## src/hsi_fifo.sv

```systemverilog
// small first-in first-out queue with registered storage and a fill count
// depends on nothing; used for the work queue and the result queue
module hsi_fifo #(
    parameter int WIDTH = 8,
    parameter int DEPTH = 2
) (
    input  logic                       clk,
    input  logic                       rst_n,
    input  logic                       push,
    input  logic [WIDTH-1:0]           wdata,
    output logic                       full,
    input  logic                       pop,
    output logic [WIDTH-1:0]           rdata,
    output logic                       empty,
    output logic [$clog2(DEPTH+1)-1:0] count
);

    localparam int AW = (DEPTH > 1) ? $clog2(DEPTH) : 1;
    localparam int CW = $clog2(DEPTH + 1);

    logic [WIDTH-1:0] mem_reg [DEPTH];
    logic [AW-1:0]    wr_ptr_reg;
    logic [AW-1:0]    wr_ptr_next;
    logic [AW-1:0]    rd_ptr_reg;
    logic [AW-1:0]    rd_ptr_next;
    logic [CW-1:0]    count_reg;
    logic [CW-1:0]    count_next;
    logic             do_push;
    logic             do_pop;

    assign full    = (count_reg == CW'(DEPTH));
    assign empty   = (count_reg == '0);
    assign count   = count_reg;
    assign rdata   = mem_reg[rd_ptr_reg];
    assign do_push = push && !full;
    assign do_pop  = pop && !empty;

    always_comb
    begin
        wr_ptr_next = wr_ptr_reg;
        rd_ptr_next = rd_ptr_reg;
        count_next  = count_reg;
        if (do_push)
        begin
            wr_ptr_next = (wr_ptr_reg == AW'(DEPTH - 1)) ? '0 : wr_ptr_reg + 1'b1;
        end
        if (do_pop)
        begin
            rd_ptr_next = (rd_ptr_reg == AW'(DEPTH - 1)) ? '0 : rd_ptr_reg + 1'b1;
        end
        if (do_push && !do_pop)
        begin
            count_next = count_reg + 1'b1;
        end
        else if (do_pop && !do_push)
        begin
            count_next = count_reg - 1'b1;
        end
    end

    always_ff @(posedge clk or negedge rst_n)
    begin
        if (!rst_n)
        begin
            wr_ptr_reg <= '0;
            rd_ptr_reg <= '0;
            count_reg  <= '0;
        end
        else
        begin
            wr_ptr_reg <= wr_ptr_next;
            rd_ptr_reg <= rd_ptr_next;
            count_reg  <= count_next;
        end
    end

    always_ff @(posedge clk)
    begin
        if (do_push)
        begin
            mem_reg[wr_ptr_reg] <= wdata;
        end
    end

endmodule

```

## config.mk

```make
export PLATFORM = sky130hd
export DESIGN_NAME = hsi_fifo
export DESIGN_NICKNAME = d
export VERILOG_FILES = /design/src/hsi_fifo.sv
export SDC_FILE = /design/constraint.sdc
export NUM_CORES = 1
export LEC_CHECK = 0
export BUFFER_PORTS_ARGS = -buffer_cell sky130_fd_sc_hd__buf_2
export CAP_MARGIN = 20
export CORE_MARGIN = 2
export CORE_UTILIZATION = 51
export DETAILED_ROUTE_END_ITERATION = 6
export HOLD_SLACK_MARGIN = 0.15
export PLACE_DENSITY = 0.84
export SLEW_MARGIN = 20
export SYNTH_ARGS = -nofsm -noshare
export SYNTH_HDL_FRONTEND = slang
export SYNTH_SLANG_ARGS = --single-unit
```

## constraint.sdc

```tcl
create_clock -name clk -period 3 [get_ports clk]
set_input_delay 0.15 -clock clk [delete_from_list [all_inputs] [get_ports clk]]
set_output_delay 0.15 -clock clk [all_outputs]
set_load 0.005 [all_outputs]
```

# == Word-level counts from Yosys, hierarchy flattened ==
# Memory sizes are Yosys's and may differ from the RTL's.
# Cells that the tools add are included.
# totals
reg_bits,4
latch_bits,0
ramBits,16
rom_bits,0
output_inout_bits,12
word_cells,25
n_memories,1
# classes
addsub,4
n_mul,0
div_mod_pow,0
n_lt_le_gt_ge,0
eq_ne,1
shifts,0
n_mux,6
n_bitwise,0
n_reduce_logical,10
# mem_list
name,words,width,rd,rd_clocked_by_memory_dff,wr,line,rtl
mem_reg,2,8,1,0,1,21,logic [WIDTH-1:0] mem_reg [DEPTH];
# op_table
operator,count
1-bit logical AND,4
1-bit zero test,4
1-bit two-way mux,4
2-bit two-way mux,2
1-bit adder (second input constant),2
2-bit by 1-bit adder with 2-bit output (second input constant),1
2-bit == test (second input constant),1
2-bit zero test,1
2-bit nonzero test,1
2-bit by 1-bit subtractor with 2-bit output (second input constant),1

# == Logic depth before layout (Yosys ltp) ==
# Gate-level depths: netlist of the first run.
# depth
word_depth,7
ltp_mapped,7
ltp_nobuf,7

# == Least setup slack after synthesis of the first run ==
# Ideal clock, no wire load.
# synth_path
path_kind,reg-to-reg
start,register count_reg[0] (netlist: count[0])
end,"memory mem_reg[0][0], enable pin"
setup_time_ns,0.370
arrival_ns,1.060
t_required_ns,2.630
slack_ns,1.570
path_stages_with_launch,4
n_path_buf,0
path_cell_list,dfrtp_1 -> nand2b_1 -> nand2_2 -> nor2_1
# synth_between
elab_chain_cells,5
# synth_rtl
element,line,rtl
start: declaration,26,logic [CW-1:0] count_reg;
start signal: assignment,73,count_reg <= count_next;
2-bit == test,31,assign full = (count_reg == CW'(DEPTH));
1-bit zero test,35,assign do_push = push && !full;
1-bit logical AND,35,
1-bit two-way mux,79,if (do_push)
1-bit two-way mux (not written as such),81,mem_reg[wr_ptr_reg] <= wdata;
end: declaration,21,
# Every way passes these cells.

# == Worst setup path in the final report of the first run ==
# layout_path
start,register count_reg[0] (netlist: count[0])
end,"memory mem_reg[0][7], enable pin"
# Same word-level chain as after synthesis.

==> impl_results.md, run 1 <==
* Seq/Total Area, Yosys at approximately 74%
* Boundary Pins at 24
* Yosys warns at 0
* RSZ-0062 raised after global routing: no
* Antenna Cells at 0
* Drt via density at just under 5
* Critical Path AT at 1.55 ns
* Pins over their slew limit at 0
* Max IR drop VDD at about 0.54 mV
* Commonest cells in the netlist: 16 x edfxtp_1, 6 x mux2_1, 4 x dfrtp_1
* CTS resizes at 0
* Critical Path Fanout Max at 8
* Multi-input gate area at roughly 190 um2
* Post-route cell area at slightly above 1000 um2
* Pin count of the biggest net entering global routing at 12
* Die span in y at 43.16 um
* Initial antenna violation count at 0
* Post-synth EDFFs at 16
* DRC errors left at 0
* Final Instance Count excl. Fillers at 96
* CP cell instances: nand2b_1, nand2_2, nor2_1
* Crit path launch type: flip-flop
* Min-delay src: pop
* Clock tree buffer depth at 2
* WP data required at between 2 and 3 ns
* Iteration-0 DRC Markers at 5
* CTS tree: built
* TritonCTS buffer count at 3
* Cells after Synth at between 40 and 50
* Synth cell types at 15
* Area leader, netlist: edfxtp_1
* Clk sink count at 20
* Power density cells at a little over 800 nW/um2
* Dpl hpwl at 877.4 um
* Min Tclk post-route at 1.606 ns
* Rows at 14
* Status: finished, final reports clean
* Drt pass-1 iters at 3
* Layout area overhead at 32.80%
* Avg Cell Area, Syn at around 18 um2
* Worst-Margin Slew at around 0.64 ns
* Starting density of the core at a little over half
* Post-Place Cell Area at a little over 900 um2
* Die Area at around 1900 um2
* Storage cell area at 580.6 um2
* Final hold vios at 0
* Max FFs per register at 16
* Primary FF master, synth: edfxtp_1
* Hold WC Path Type: input port to flip-flop
* Most common cell in the netlist: edfxtp_1
* # hold bufs at CTS at 10
* Net Count, Synth at 57
* TNS Setup at 0 ns
* Worst hold margin at ~0.17 ns
* Synth Cell Area at 782.0 um2
* Asr flop ratio synth at 20.00%
* Max stage delay on crit path at approximately 0.5 ns
* # port buffers at 23
* Number of synthesized register bits at 20
* Post-CTS Setup Bufs at 0
* Final setup viols at 0
* H-tree depth at 1
* Clock Pin Slew Worst Setup and Hold Paths at between 0.1 and 0.15 ns
* Share of layout cells above drive strength 1 at 37.50%
* Final nets at 94
* Die Width at between 40 and 50 um
* Kind of critical path: flip-flop to flip-flop
* First-pass GRT wire length at between 2000 and 2500 um
* Post-route ant nets at 0
* LEAKAGE at ~0.00044 uW
* Crit-path leading delay family: simple AND/OR/NAND/NOR gates
* WL per Instance at approximately 13 um
* Worst R2R Start: count[0]
* Worst Skew at around 0.0036 ns
* Fillers at between 100 and 150
* Dpl cells at 82
* Maximum clock frequency at approximately 0.62 GHz
* Top-area cell type share of the netlist area at 61.44%
* Placeable Area at around 1500 um2
* Worst-Skew Late Latency at 0.30 ns
* Grt total ovfl at 0
* CP bufs+invs at 0
* Number of global-route vias before repair at about 450
* Kind of end point of the critical path: flip-flop
* Final period util at 53.54%
* WL final at between 1000 and 1500 um
* CP startpoint: count[0]
* GRT Total Usage at 16.55%
* Placer Congestion at around 0.7
* Worst slew margin at a little under three fifths
* Max Cap Violations at 0
* Slowest CP cell: nor2_1
* Root Buffer: clkbuf_4
* Vias at ~460
* Synth area leaders: edfxtp_1 61%, dfrtp_1 13%, mux2_1 8.6%
==> where the power goes <==
group	internal (uW)	switching, uW
Clock	48.6	80.4
Sequential	388	62.0
Combinational	158	125
Total	595	267
==> cell families after synthesis <==
logic type	synth area share (%)
fa+ha+maj	1.600
xor+xnor	6.561
simple gates	3.841
buf+inv	1.600
compound gates	0.6394
mux	11.52
flops	74.24
==> metal layers <==
| layer | GRT usage (%) | vias up | share of wire [%] |
|---|---|---|---|
| li1 | - | 232 | - |
| met1 | 20.17 | 206 | 44 |
| met2 | 24.18 | 19 | 47 |
| met3 | 3.830 | 4 | 6.0 |
| met4 | 14.55 | 0 | 3.7 |
| met5 | 0 | - | 0 |
==> per-stage QoR <==
| stage | setup WS [ns] | total power [uW] | utilization, % |
|---|---|---|---|
| after floorplan | 1.570 | 622.4 | - |
| after CTS | 1.386 | 866.1 | 70.58 |
| after detailed placement | 1.401 | 730.7 | 61.99 |
| after global placement | 1.472 | 720.4 | 61.99 |
| final | 1.394 | 862.2 | 70.58 |
| after global routing | 1.268 | 914.2 | 70.58 |
==> worst paths after layout <==
path,endpoint,slack [ns],cells after the start
setup / recovery,mem_reg[0][7],1.39,3
hold / removal,rd_ptr_reg,0.17,3
setup reg to reg,mem_reg[0][7],1.39,3
hold reg to reg,wr_ptr_reg,0.54,1
min in group asynchronous,rd_ptr_reg,0.19,2
max in group asynchronous,count[1],2.69,2
==> tightest hold or removal path: cells and delay by family <==
| kind | cells | cell delay (ns) |
|---|---|---|
| compound gates | 1 | 0.09 |
| xor+xnor | 1 | 0.13 |
| buf+inv | 1 | 0.07 |
==> cell type report <==
class	count	area share, %
Clock buffer	3	2.169
Clock inverter	1	0.3614
Timing Repair Buffer	33	20.72
Sequential cell	20	55.90
Tap cell	16	1.928
Inverter	2	0.7229
Multi-Input combinational cell	21	18.19
==> placed cells by master, fill, tap and decap left out, types with 2 or more instances in the layout <==
cell type and n:
buf_2 23, dfrtp_1 4, edfxtp_1 16, dlygate4sd3_1 10
mux2_1 6, inv_1 2, nor2_1 3, clkbuf_4 3
mux2_2 2, xnor2_1 2, xor2_1 2
No activity file was read; power rests on OpenSTA's default activity.
==> run 2, diff against run 1 <==
--- a/config.mk
+++ b/config.mk
@@ -8,10 +8,10 @@
 export BUFFER_PORTS_ARGS = -buffer_cell sky130_fd_sc_hd__buf_2
 export CAP_MARGIN = 20
 export CORE_MARGIN = 2
-export CORE_UTILIZATION = 51
+export CORE_UTILIZATION = 48
 export DETAILED_ROUTE_END_ITERATION = 6
 export HOLD_SLACK_MARGIN = 0.15
-export PLACE_DENSITY = 0.84
+export PLACE_DENSITY = 0.8
 export SLEW_MARGIN = 20
 export SYNTH_ARGS = -nofsm -noshare
 export SYNTH_HDL_FRONTEND = slang
==> constraint.sdc (replaced) <==
create_clock -name clk -period 1.54 [get_ports clk]
set_input_delay 0.077 -clock clk [delete_from_list [all_inputs] [get_ports clk]]
set_output_delay 0.077 -clock clk [all_outputs]
set_load 0.005 [all_outputs]
==> run 2 against run 1 <==
Sequential cell count did not move. Worst hold slack improved by 0.34 ns. Clock skew fell by 0.0019 ns. First-iteration DRC count did not move. Highest routed layer unchanged. Register-to-register slack got worse by 1.3 ns. Largest power group unchanged. Critical endpoint is now rdata[0]. Via count rose by 6.3%. Global-route usage fell by 0.75 points. Clock-buffer cell count did not move. Die area rose by 5.7%.
==> impl_results.md, run 2 (synthesis gave the netlist of run 1 again) <==
* CTS tree: built
* Grt total ovfl at 0
* Boundary Pins at 24
* Fin util at 71.02%
* Max Cap Violations at 0
* Placer Congestion at between 0.7 and 0.8
* Worst R2R Start: count[0]
* Share of layout cells above drive strength 1 at 41.67%
* RSZ-0062 raised after global routing: no
* Worst Skew at around 0.0017 ns
* Commonest non-fill, non-tap cell in the layout: buf_2
* Min-delay src: wdata[7]
* Iteration-0 DRC Markers at 5
* Kind of end point of the critical path: primary output
* Crit path launch type: flip-flop
* Fillers at 110
* Worst slew margin at between 70 and 80%
* Die span in y at between 40 and 50 um
* Worst-Skew Late Latency at between 0.2 and 0.3 ns
* Hold WC Path Type: input port to flip-flop
* Die Area at 1968 um2
* Worst hold endpoint: mem_reg[1][7]
* Final nets at ~100
* Worst-Margin Slew at 0.3858 ns
* Hold depth at 2
* Initial antenna violation count at 0
* Min Tclk post-route at between 1 and 1.5 ns
* Status: finished, final reports clean
* Total power at roughly 1700 uW
* Maximum clock frequency at 0.6864 GHz
* CP cell instances: mux2_1, buf_2
* Dpl hpwl at approximately 860 um
* Final period util at 94.61%
* Kind of critical path: flip-flop to primary output
* H-tree depth at 1
* Storage cell area at between 500 and 600 um2
* Depth of the worst register-to-register path at 6
* DRC errors left at 0
* Layout area overhead at 38.40%
* Pin count of the biggest net entering global routing at 11
* Antenna Cells at 0
* First-pass GRT wire length at between 2000 and 2500 um
* TritonCTS buffer count at 3
* Rows at 14
* Root Buffer: clkbuf_4
* Drt via density at roughly 4.9
* Multi-input gate area at between 150 and 200 um2
* Max FFs per register at 16
* Final hold vios at 0
* Crit-path leading delay family: flip-flops
* Critical Path AT at between 1 and 1.5 ns
* WL per Instance at 13.09 um
* Worst hold margin at around 0.5 ns
* Power density cells at between 1500 and 2000 nW/um2
* GRT Total Usage at 15.79%
* Max stage delay on crit path at between 0.5 and 0.6 ns
* TNS Setup at 0 ns
* WL final at between 1000 and 1500 um
* Clock tree buffer depth at 2
* Die Width at 44.36 um
* Post-route ant nets at 0
* Clock Pin Slew Worst Setup and Hold Paths at roughly 0.09 ns
* LEAKAGE at 0.0004607 uW
* CP bufs+invs at 1
* Final setup viols at 0
* Slowest CP cell: dfrtp_1
* Number of global-route vias before repair at around 500
* Max IR drop VDD at 1.038 mV
* Placeable Area at 1524 um2
* Critical Path Fanout Max at 9
* Vias at ~500
* Clk sink count at 20
* Endpoint of the worst register-to-register path: count[1]
* Pins over their slew limit at 0
* WP data required at approximately 1.5 ns
* Drt pass-1 iters at 2
* Most frequent cells in the layout: 23 x buf_2, 16 x edfxtp_1, 12 x dlygate4sd3_1, 6 x mux2_1
* Starting density of the core at roughly half
* Reg2Reg Setup Slack at 0.14 ns
* # port buffers at 23
-- run 2: cell count changes in the layout (fill, tap and decap cells not counted), sizes merged --
cell and change:
buf +3, clkinv -1, dlygate4sd3 +2
-- run 2: metal layers --
layer | wire length (um) | track usage [%]
met1 | 506 | 15.79
met4 | 46 | 12.73
met3 | 41 | 2.449
met2 | 715 | 28.53
met5 | 0 | 0
-- run 2: worst max path at each step --
| stage | from | endpoint | cells past startpoint |
|---|---|---|---|
| final | rd_ptr_reg | rdata[0] | 2 |
| after detailed placement | count[0] | count[1] | 6 |
| after floorplan | count[0] | mem_reg[0][0] | 3 |
| after CTS | count[0] | count[1] | 7 |
| after global placement | count[0] | count[1] | 7 |
| after global routing | rd_ptr_reg | rdata[0] | 2 |
-- run 2: power breakdown --
group | leakage, uW | switching [uW] | internal [uW] | total [uW]
clock | 0.0000138 | 133 | 90.8 | 224
sequential | 0.000194 | 117 | 758 | 875
combinational | 0.000253 | 261 | 351 | 612
total | 0.000461 | 511 | 1200 | 1710
-- run 2: worst register-to-register path: cells and delay by family (launching register included) --
family	cells	cell delay [ns]
xor+xnor	1	0.15
fa+ha+maj	1	0.30
buf+inv	1	0.04
flops	1	0.43
simple gates	3	0.41
-- run 2: final cells by class --
type | count | area share, %
Inverter | 2 | 0.6936
Sequential cell | 20 | 53.76
Clock buffer | 3 | 2.081
Multi-Input combinational cell | 21 | 17.80
Tap cell | 16 | 1.850
Timing Repair Buffer | 38 | 23.81
-- run 2: through the flow --
step | setup slack, ns | instance area (um2) | std cells
final | 0.08306 | 1082 | 100
after global routing | 0.02321 | 1082 | 100
after CTS | 0.02131 | 1062 | 98
after detailed placement | 0.05956 | 919.6 | 83
after global placement | 0.1141 | 919.6 | 83
after floorplan | 0.1095 | 782.0 | 44
-- run 2: repair_timing --
action | 4_1_cts | 5_1_grt
hold buffers | 12 | 0
resized for setup | 0 | 2
endpoints found under the hold margin | 22 | 0
setup endpoints to repair | 0 | 1
setup buffers | 0 | 2
